--- src/hw/rtl/act_pkg.sv ---
// Package for the animation crossfade tracker: sizes, opcodes, controller
// states and the controller/datapath command and status structs. No dependencies.
package act_pkg;

  localparam int NUM_STATES = 16;
  localparam int MAX_TRACKS = 8;
  localparam int SID_W      = 4;
  localparam int TRK_W      = 3;
  localparam int CNT_W      = 4;

  localparam logic [16:0] WEIGHT_ONE     = 17'd32768;
  localparam logic [27:0] RATE_NEAR_ZERO = 28'd4096000;
  localparam logic [27:0] RATE_MAX       = 28'd134217727;

  typedef enum logic [1:0] {
    OP_DEFINE = 2'd0,
    OP_PLAY   = 2'd1,
    OP_TICK   = 2'd2,
    OP_NONE   = 2'd3
  } opcode_e;

  typedef enum logic [3:0] {
    ST_IDLE,
    ST_PLAY_SCAN,
    ST_PLAY_DIV,
    ST_PLAY_APPLY,
    ST_TICK_MUL1,
    ST_TICK_MUL2,
    ST_TICK_WB,
    ST_COMPACT,
    ST_REPORT
  } ctrl_state_e;

  // controller -> datapath
  typedef struct packed {
    logic             latch_item;
    logic             do_define;
    logic             scan_step;
    logic             play_decide;
    logic             div_start;
    logic             play_apply;
    logic             tick_mul1;
    logic             tick_mul2;
    logic             tick_wb;
    logic             compact_step;
    logic             rpt_emit;
    logic [TRK_W-1:0] idx;
  } dp_cmd_t;

  // datapath -> controller
  typedef struct packed {
    logic             play_go;
    logic             div_done;
    logic [CNT_W-1:0] count;
  } dp_sts_t;

endpackage

--- src/hw/rtl/act_ctrl.sv ---
// Controller state machine sequencing define, play, tick, compaction and report.
// Depends on act_pkg.
module act_ctrl
  import act_pkg::*;
(
  input  logic       clk_i,
  input  logic       rst_ni,
  input  logic       start_i,
  input  logic [1:0] opcode_i,
  input  dp_sts_t    sts_i,
  output dp_cmd_t    cmd_o,
  output logic       busy_o
);

  ctrl_state_e state_q, state_d;
  logic [TRK_W-1:0] idx_q, idx_d;
  logic [CNT_W-1:0] cnt1;

  always_ff @(posedge clk_i or negedge rst_ni) begin
    if (!rst_ni) begin
      state_q <= ST_IDLE;
      idx_q   <= '0;
    end else begin
      state_q <= state_d;
      idx_q   <= idx_d;
    end
  end

  assign cnt1 = CNT_W'(idx_q) + 1'b1;

  always_comb begin
    state_d = state_q;
    idx_d   = idx_q;
    cmd_o   = '0;
    cmd_o.idx = idx_q;
    busy_o  = (state_q != ST_IDLE);
    case (state_q)
      ST_IDLE: begin
        if (start_i) begin
          cmd_o.latch_item = 1'b1;
          idx_d = '0;
          case (opcode_e'(opcode_i))
            OP_DEFINE: begin
              cmd_o.do_define = 1'b1;
              state_d = ST_REPORT;
            end
            OP_PLAY: state_d = (sts_i.count == '0) ? ST_PLAY_DIV : ST_PLAY_SCAN;
            OP_TICK: state_d = (sts_i.count == '0) ? ST_REPORT : ST_TICK_MUL1;
            default: state_d = ST_REPORT;
          endcase
        end
      end
      ST_PLAY_SCAN: begin
        cmd_o.scan_step = 1'b1;
        if (cnt1 == sts_i.count) begin
          idx_d = '0;
          state_d = ST_PLAY_DIV;
        end else idx_d = idx_q + 1'b1;
      end
      ST_PLAY_DIV: begin
        // first cycle decides and starts the divider; wait for done
        if (idx_q == '0) begin
          cmd_o.play_decide = 1'b1;
          cmd_o.div_start = 1'b1;
          idx_d = TRK_W'(1);
        end else if (sts_i.div_done) begin
          idx_d = '0;
          state_d = ST_PLAY_APPLY;
        end
      end
      ST_PLAY_APPLY: begin
        cmd_o.play_apply = 1'b1;
        state_d = ST_REPORT;
      end
      ST_TICK_MUL1: begin
        cmd_o.tick_mul1 = 1'b1;
        state_d = ST_TICK_MUL2;
      end
      ST_TICK_MUL2: begin
        cmd_o.tick_mul2 = 1'b1;
        state_d = ST_TICK_WB;
      end
      ST_TICK_WB: begin
        cmd_o.tick_wb = 1'b1;
        if (cnt1 == sts_i.count) begin
          idx_d = '0;
          state_d = ST_COMPACT;
        end else begin
          idx_d = idx_q + 1'b1;
          state_d = ST_TICK_MUL1;
        end
      end
      ST_COMPACT: begin
        cmd_o.compact_step = 1'b1;
        if (cnt1 == sts_i.count) begin
          idx_d = '0;
          state_d = ST_REPORT;
        end else idx_d = idx_q + 1'b1;
      end
      ST_REPORT: begin
        cmd_o.rpt_emit = 1'b1;
        if (sts_i.count == '0 || cnt1 == sts_i.count) begin
          idx_d = '0;
          state_d = ST_IDLE;
        end else idx_d = idx_q + 1'b1;
      end
      default: state_d = ST_IDLE;
    endcase
  end

  // Report never starts past the live tracks.
  a_idx: assert property (@(posedge clk_i) disable iff (!rst_ni)
    (state_q == ST_REPORT && sts_i.count != '0) |-> CNT_W'(idx_q) < sts_i.count)
    else $error("report index beyond track count");
  // Busy is low only in idle.
  a_busy: assert property (@(posedge clk_i) disable iff (!rst_ni)
    busy_o == (state_q != ST_IDLE)) else $error("busy mismatch");
  // A start taken leaves idle.
  a_start: assert property (@(posedge clk_i) disable iff (!rst_ni)
    (start_i && state_q == ST_IDLE) |=> state_q != ST_IDLE) else $error("start lost");

endmodule

--- config.mk ---
export PLATFORM = sky130hd
export DESIGN_NAME = act_ctrl
export DESIGN_NICKNAME = d
export VERILOG_FILES = /design/src/hw/rtl/act_pkg.sv /design/src/hw/rtl/act_ctrl.sv
export SDC_FILE = /design/constraint.sdc
export NUM_CORES = 1
export LEC_CHECK = 0
export BUFFER_PORTS_ARGS = -buffer_cell sky130_fd_sc_hd__buf_2
export CORE_MARGIN = 1
export CORE_UTILIZATION = 44
export DETAILED_ROUTE_END_ITERATION = 6
export GPL_ROUTABILITY_DRIVEN = 1
export PLACE_DENSITY = 0.74
export SYNTH_ARGS = -nofsm -noshare
export SYNTH_HDL_FRONTEND = slang
export SYNTH_SLANG_ARGS = --single-unit
--- constraint.sdc ---
create_clock -name clk_i -period 1.68 [get_ports clk_i]
set_input_delay 0.336 -clock clk_i [delete_from_list [all_inputs] [get_ports clk_i]]
set_output_delay 0.336 -clock clk_i [all_outputs]
set_load 0.01 [all_outputs]
==> results list <==
* Switching power: around 1100 µW
- Measured along the x axis, the die boundary spans roughly 44 µm.
- In this run the core area contains 14 standard-cell rows.
* Most common flop cell mapped by yosys: sky130_fd_sc_hd__dfrtp_1
* TritonCTS clock tree: built
* Share of synthesized registers carrying an async set or reset: 1.00
- The number of buffers and inverters on the critical path is 2.
- Worst slew margin: 0.667
- For this run, the detailed router's first-pass iteration total came to 4.
* Type of the most critical hold path: in -> async
* Final RePlAce weighted congestion: 0.857
* Max stage delay cell, worst path: sky130_fd_sc_hd__dfrtp_2
* # IOs: 26
- Worst Path Class, Setup: reg -> reg
- After detailed routing, the number of vias per cell comes to 5.65.
- In this run the number of H-tree levels came out at 1.
- Part of the total power dissipated in sequential elements: 0.170
- Crit. End Element: flip-flop
- The critical path goes through inv_2, ha_4, xor2_1, a211o_1, nor2_4, buf_4, nor2_2, o31ai_1.
- The synthesized design contains 0 enable-type register cells.
- The share of total power dissipated in the clock network is 0.073.
- For this configuration, the core starts out at a cell density of 0.498.
- Stage delay of the slowest cell on the critical path: 0.44 ns
- For the pin with the worst max-slew slack, the measured transition is 0.499 ns.
- Counting along the longest clock path gives a buffer depth of 2.
* Leakage power figure: 0.000603 µW
- In the post-synthesis netlist, the biggest area contributors are sky130_fd_sc_hd__dfrtp_1, sky130_fd_sc_hd__ha_1, sky130_fd_sc_hd__nor2_1.
* Cells after Synth: 99
- Clock tree synthesis found a total of 7 sinks.
- Across the run, the number of max-cap violations was 0.
- Crit Path Max Fanout: 5
* Port-buffer cells: 24
* Die Outline Area: approximately 2000 µm²
* Syn Std Cell Area: between 700 and 800 µm²
- # nets final: 166
- Arrival time at the worst endpoint: 2.01 ns
* Core area: 1590 µm²
- The number of clock buffers added by TritonCTS is 3.
* Number of antenna-violating nets in the routed design: 0
- Tcrit/Tclk final: 1.11
- Worst slack after detailed placement: -0.127 ns
- Final setup vio count: 11
- Synth Register Bits: 7
- Post-route worst hold slack: 0.444 ns
- In the final layout, the share of cells above drive strength 1 is 0.530.
- Routed WL: around 2.6 mm
- The later pin in the worst-skew pair is clocked with a latency of 0.26 ns.
- In this run the clock root is driven by a sky130_fd_sc_hd__clkbuf_4.
- Comb power frac: 0.757
* Post-detailed-route DRC marker count: 0
* Final critical-path required period: 1.86 ns
- The repair_antennas step left the layout with diodes totalling 0.
- The number of failing hold endpoints at the final stage is 0.
- Number of DRC markers after the initial detailed-route iteration: 34
- Post-synthesis sequential area ratio: 0.221
* Overall via count from detail_route: approximately 980
- Combined global-route utilization of all metal layers: 0.269
* Largest net degree at the start of global routing: 9
- The count of pins over their slew limit is 0.
* Critical path's top delay family: compound AO/OA/AOI/OAI gates
- Warning count from the yosys run: 0
* Synth cell types: 42
- After layout, the design draws a total of 2320 µW.
* Data required, critical path: between 1.5 and 2 ns
* Setup repair after global routing missed its margin: true
- Clock-pin slew was measured on the worst setup and hold paths at approximately 0.060 ns.
* Maximum ir drop on the vdd rail: 1.15 mV
- For the final database, setup skew stands at 0.000541 ns.
* Final std cells w/o fill: 173
- Compared with the post-synthesis result, the final layout area differs by 59.0%.
- The internal portion of the total power is 1230 µW.
- In this run the vertical extent of the chip is between 40 and 50 µm.
- Once placement completed, the tool counted placed cells totaling 157.
* Overflow left after global routing: 0
- Number of nets produced by synthesis: 115
- The checks that failed: negative setup slack.
- Detailed-placement wirelength estimate: 1.74 mm
* Outcome: complete, but fails checks
- Power density over the cells: roughly 1800 nW/µm²
* Vias in the first global route: 874
- Sw Ratio: 0.471
* Initial antenna violation count: 0
- Derived from the worst setup path, the maximum achievable clock frequency is 539 MHz.
- The share of synthesized area in the top cell type comes to 0.221.
- In the final routed layout, each cell accounts on average for 15.1 µm.
- Summed over all instances, the cell type with the most area after synthesis is sky130_fd_sc_hd__dfrtp_1.
* Setup slack of the critical path after layout: -0.177 ns
- Average cell area after synthesis: around 8.0 µm²
- Crit path launch type: flip-flop
- The first global-routing pass estimated approximately 3.9 mm of wire.
[flip-flops by register name, indices dropped and copies added, names as in the netlist]
| signal | count |
|---|---|
| idx_q | 3 |
| state_q | 4 |
[worst reg2reg max path, delay by kind of cell (launching register included)]
family                     cells  cell delay (ns)
buffers and inverters          2             0.22
adders and majority gates      1             0.20
xor gates and xnor gates       1             0.16
and+or+nand+nor                2             0.21
AOI/OAI and AO/OA              2             0.52
DFF                            1             0.44
[cell usage after synthesis, types with 3 or more instances]
cell	instances
sky130_fd_sc_hd__a21oi_1	3
sky130_fd_sc_hd__inv_1	9
sky130_fd_sc_hd__dfrtp_1	7
sky130_fd_sc_hd__nand2b_1	4
sky130_fd_sc_hd__nor4b_1	3
sky130_fd_sc_hd__nand2_1	5
sky130_fd_sc_hd__ha_1	5
sky130_fd_sc_hd__buf_2	3
sky130_fd_sc_hd__nor2_1	10
sky130_fd_sc_hd__o21ai_0	7
sky130_fd_sc_hd__a211o_1	3
sky130_fd_sc_hd__nor3_1	6
[per-stage QoR]
stage / area [µm²] / setup TNS [ns] / utilization
floorplan: 823 / -0.249 / -
global placement: 1060 / -0.423 / 0.665
detailed placement: 1060 / -0.601 / 0.665
CTS: 1210 / -0.602 / 0.757
global route: 1260 / -1.58 / 0.791
finish: 1260 / -1.01 / 0.791
[layout make-up]
class                           instances  area (µm²)
Clock buffer                            4        26.3
Multi-Input combinational cell         79         651
Tap cell                               24        30.0
Sequential cell                         7         183
Timing Repair Buffer                   50         338
Fill cell                             100         333
Inverter                                9        33.8
[layout by cell type (no fill, tap or decap), types with 5 or more instances in the layout]
| master | count |
|---|---|
| sky130_fd_sc_hd__buf_2 | 24 |
| sky130_fd_sc_hd__buf_4 | 22 |
| sky130_fd_sc_hd__o21ai_0 | 6 |
| sky130_fd_sc_hd__inv_1 | 6 |
| sky130_fd_sc_hd__dfrtp_2 | 6 |
| sky130_fd_sc_hd__nor2_1 | 8 |
| sky130_fd_sc_hd__nand2_1 | 5 |
| sky130_fd_sc_hd__nor3_1 | 5 |
[per-layer routing]
| metal | routed length, µm | track usage | up-vias |
|---|---|---|---|
| met3 | 197 | 0.0163 | 10 |
| met5 | 0 | 0 | - |
| li1 | - | - | 457 |
| met4 | 76 | 0.121 | 0 |
| met1 | 1030 | 0.333 | 450 |
| met2 | 1310 | 0.476 | 60 |
[cells by family after synthesis]
logic type | count (synthesis) | share of synthesized area
flip-flops | 7 | 0.221
AND/OR/NAND/NOR | 45 | 0.368
multiplexers | 1 | 0.0126
AO/OA/AOI/OAI | 24 | 0.211
buffers and inverters | 14 | 0.0757
XOR/XNOR | 3 | 0.0331
adder cells (fa/ha/maj) | 5 | 0.0789
[power by group through the flow]
| stage | Combinational [µW] | Clock, µW | Sequential, µW |
|---|---|---|---|
| 6_report | 1760 | 170 | 395 |
| 3_3_place_gp | 1320 | 0 | 378 |
| 2_1_floorplan | 938 | 0 | 327 |
| 4_1_cts | 1610 | 162 | 386 |
| 3_5_place_dp | 1350 | 0 | 382 |
| 5_1_grt | 1870 | 181 | 404 |
[path summary, 6_finish.rpt]
kind	from	to	slack (ns)	cells past startpoint
setup / recovery	idx_q[0]	state_q[3]	-0.18	8
setup reg to reg	idx_q[0]	state_q[3]	-0.18	8
hold / removal	rst_ni	idx_q[2]	0.44	2
max in group asynchronous	rst_ni	state_q[3]	1.07	2
min in group clk_i	sts_i[4]	state_q[2]	0.65	5
hold reg to reg	idx_q[1]	idx_q[1]	0.65	2
[repair_timing]
item,CTS,global route
pin swaps,4,4
hold buffers,1,0
setup buffers,6,4
cloned,1,0
setup endpoints to repair,17,17
endpoints found under the hold margin,7,0
gates resized for setup,11,8
No activity file was read; power rests on OpenSTA's default activity.
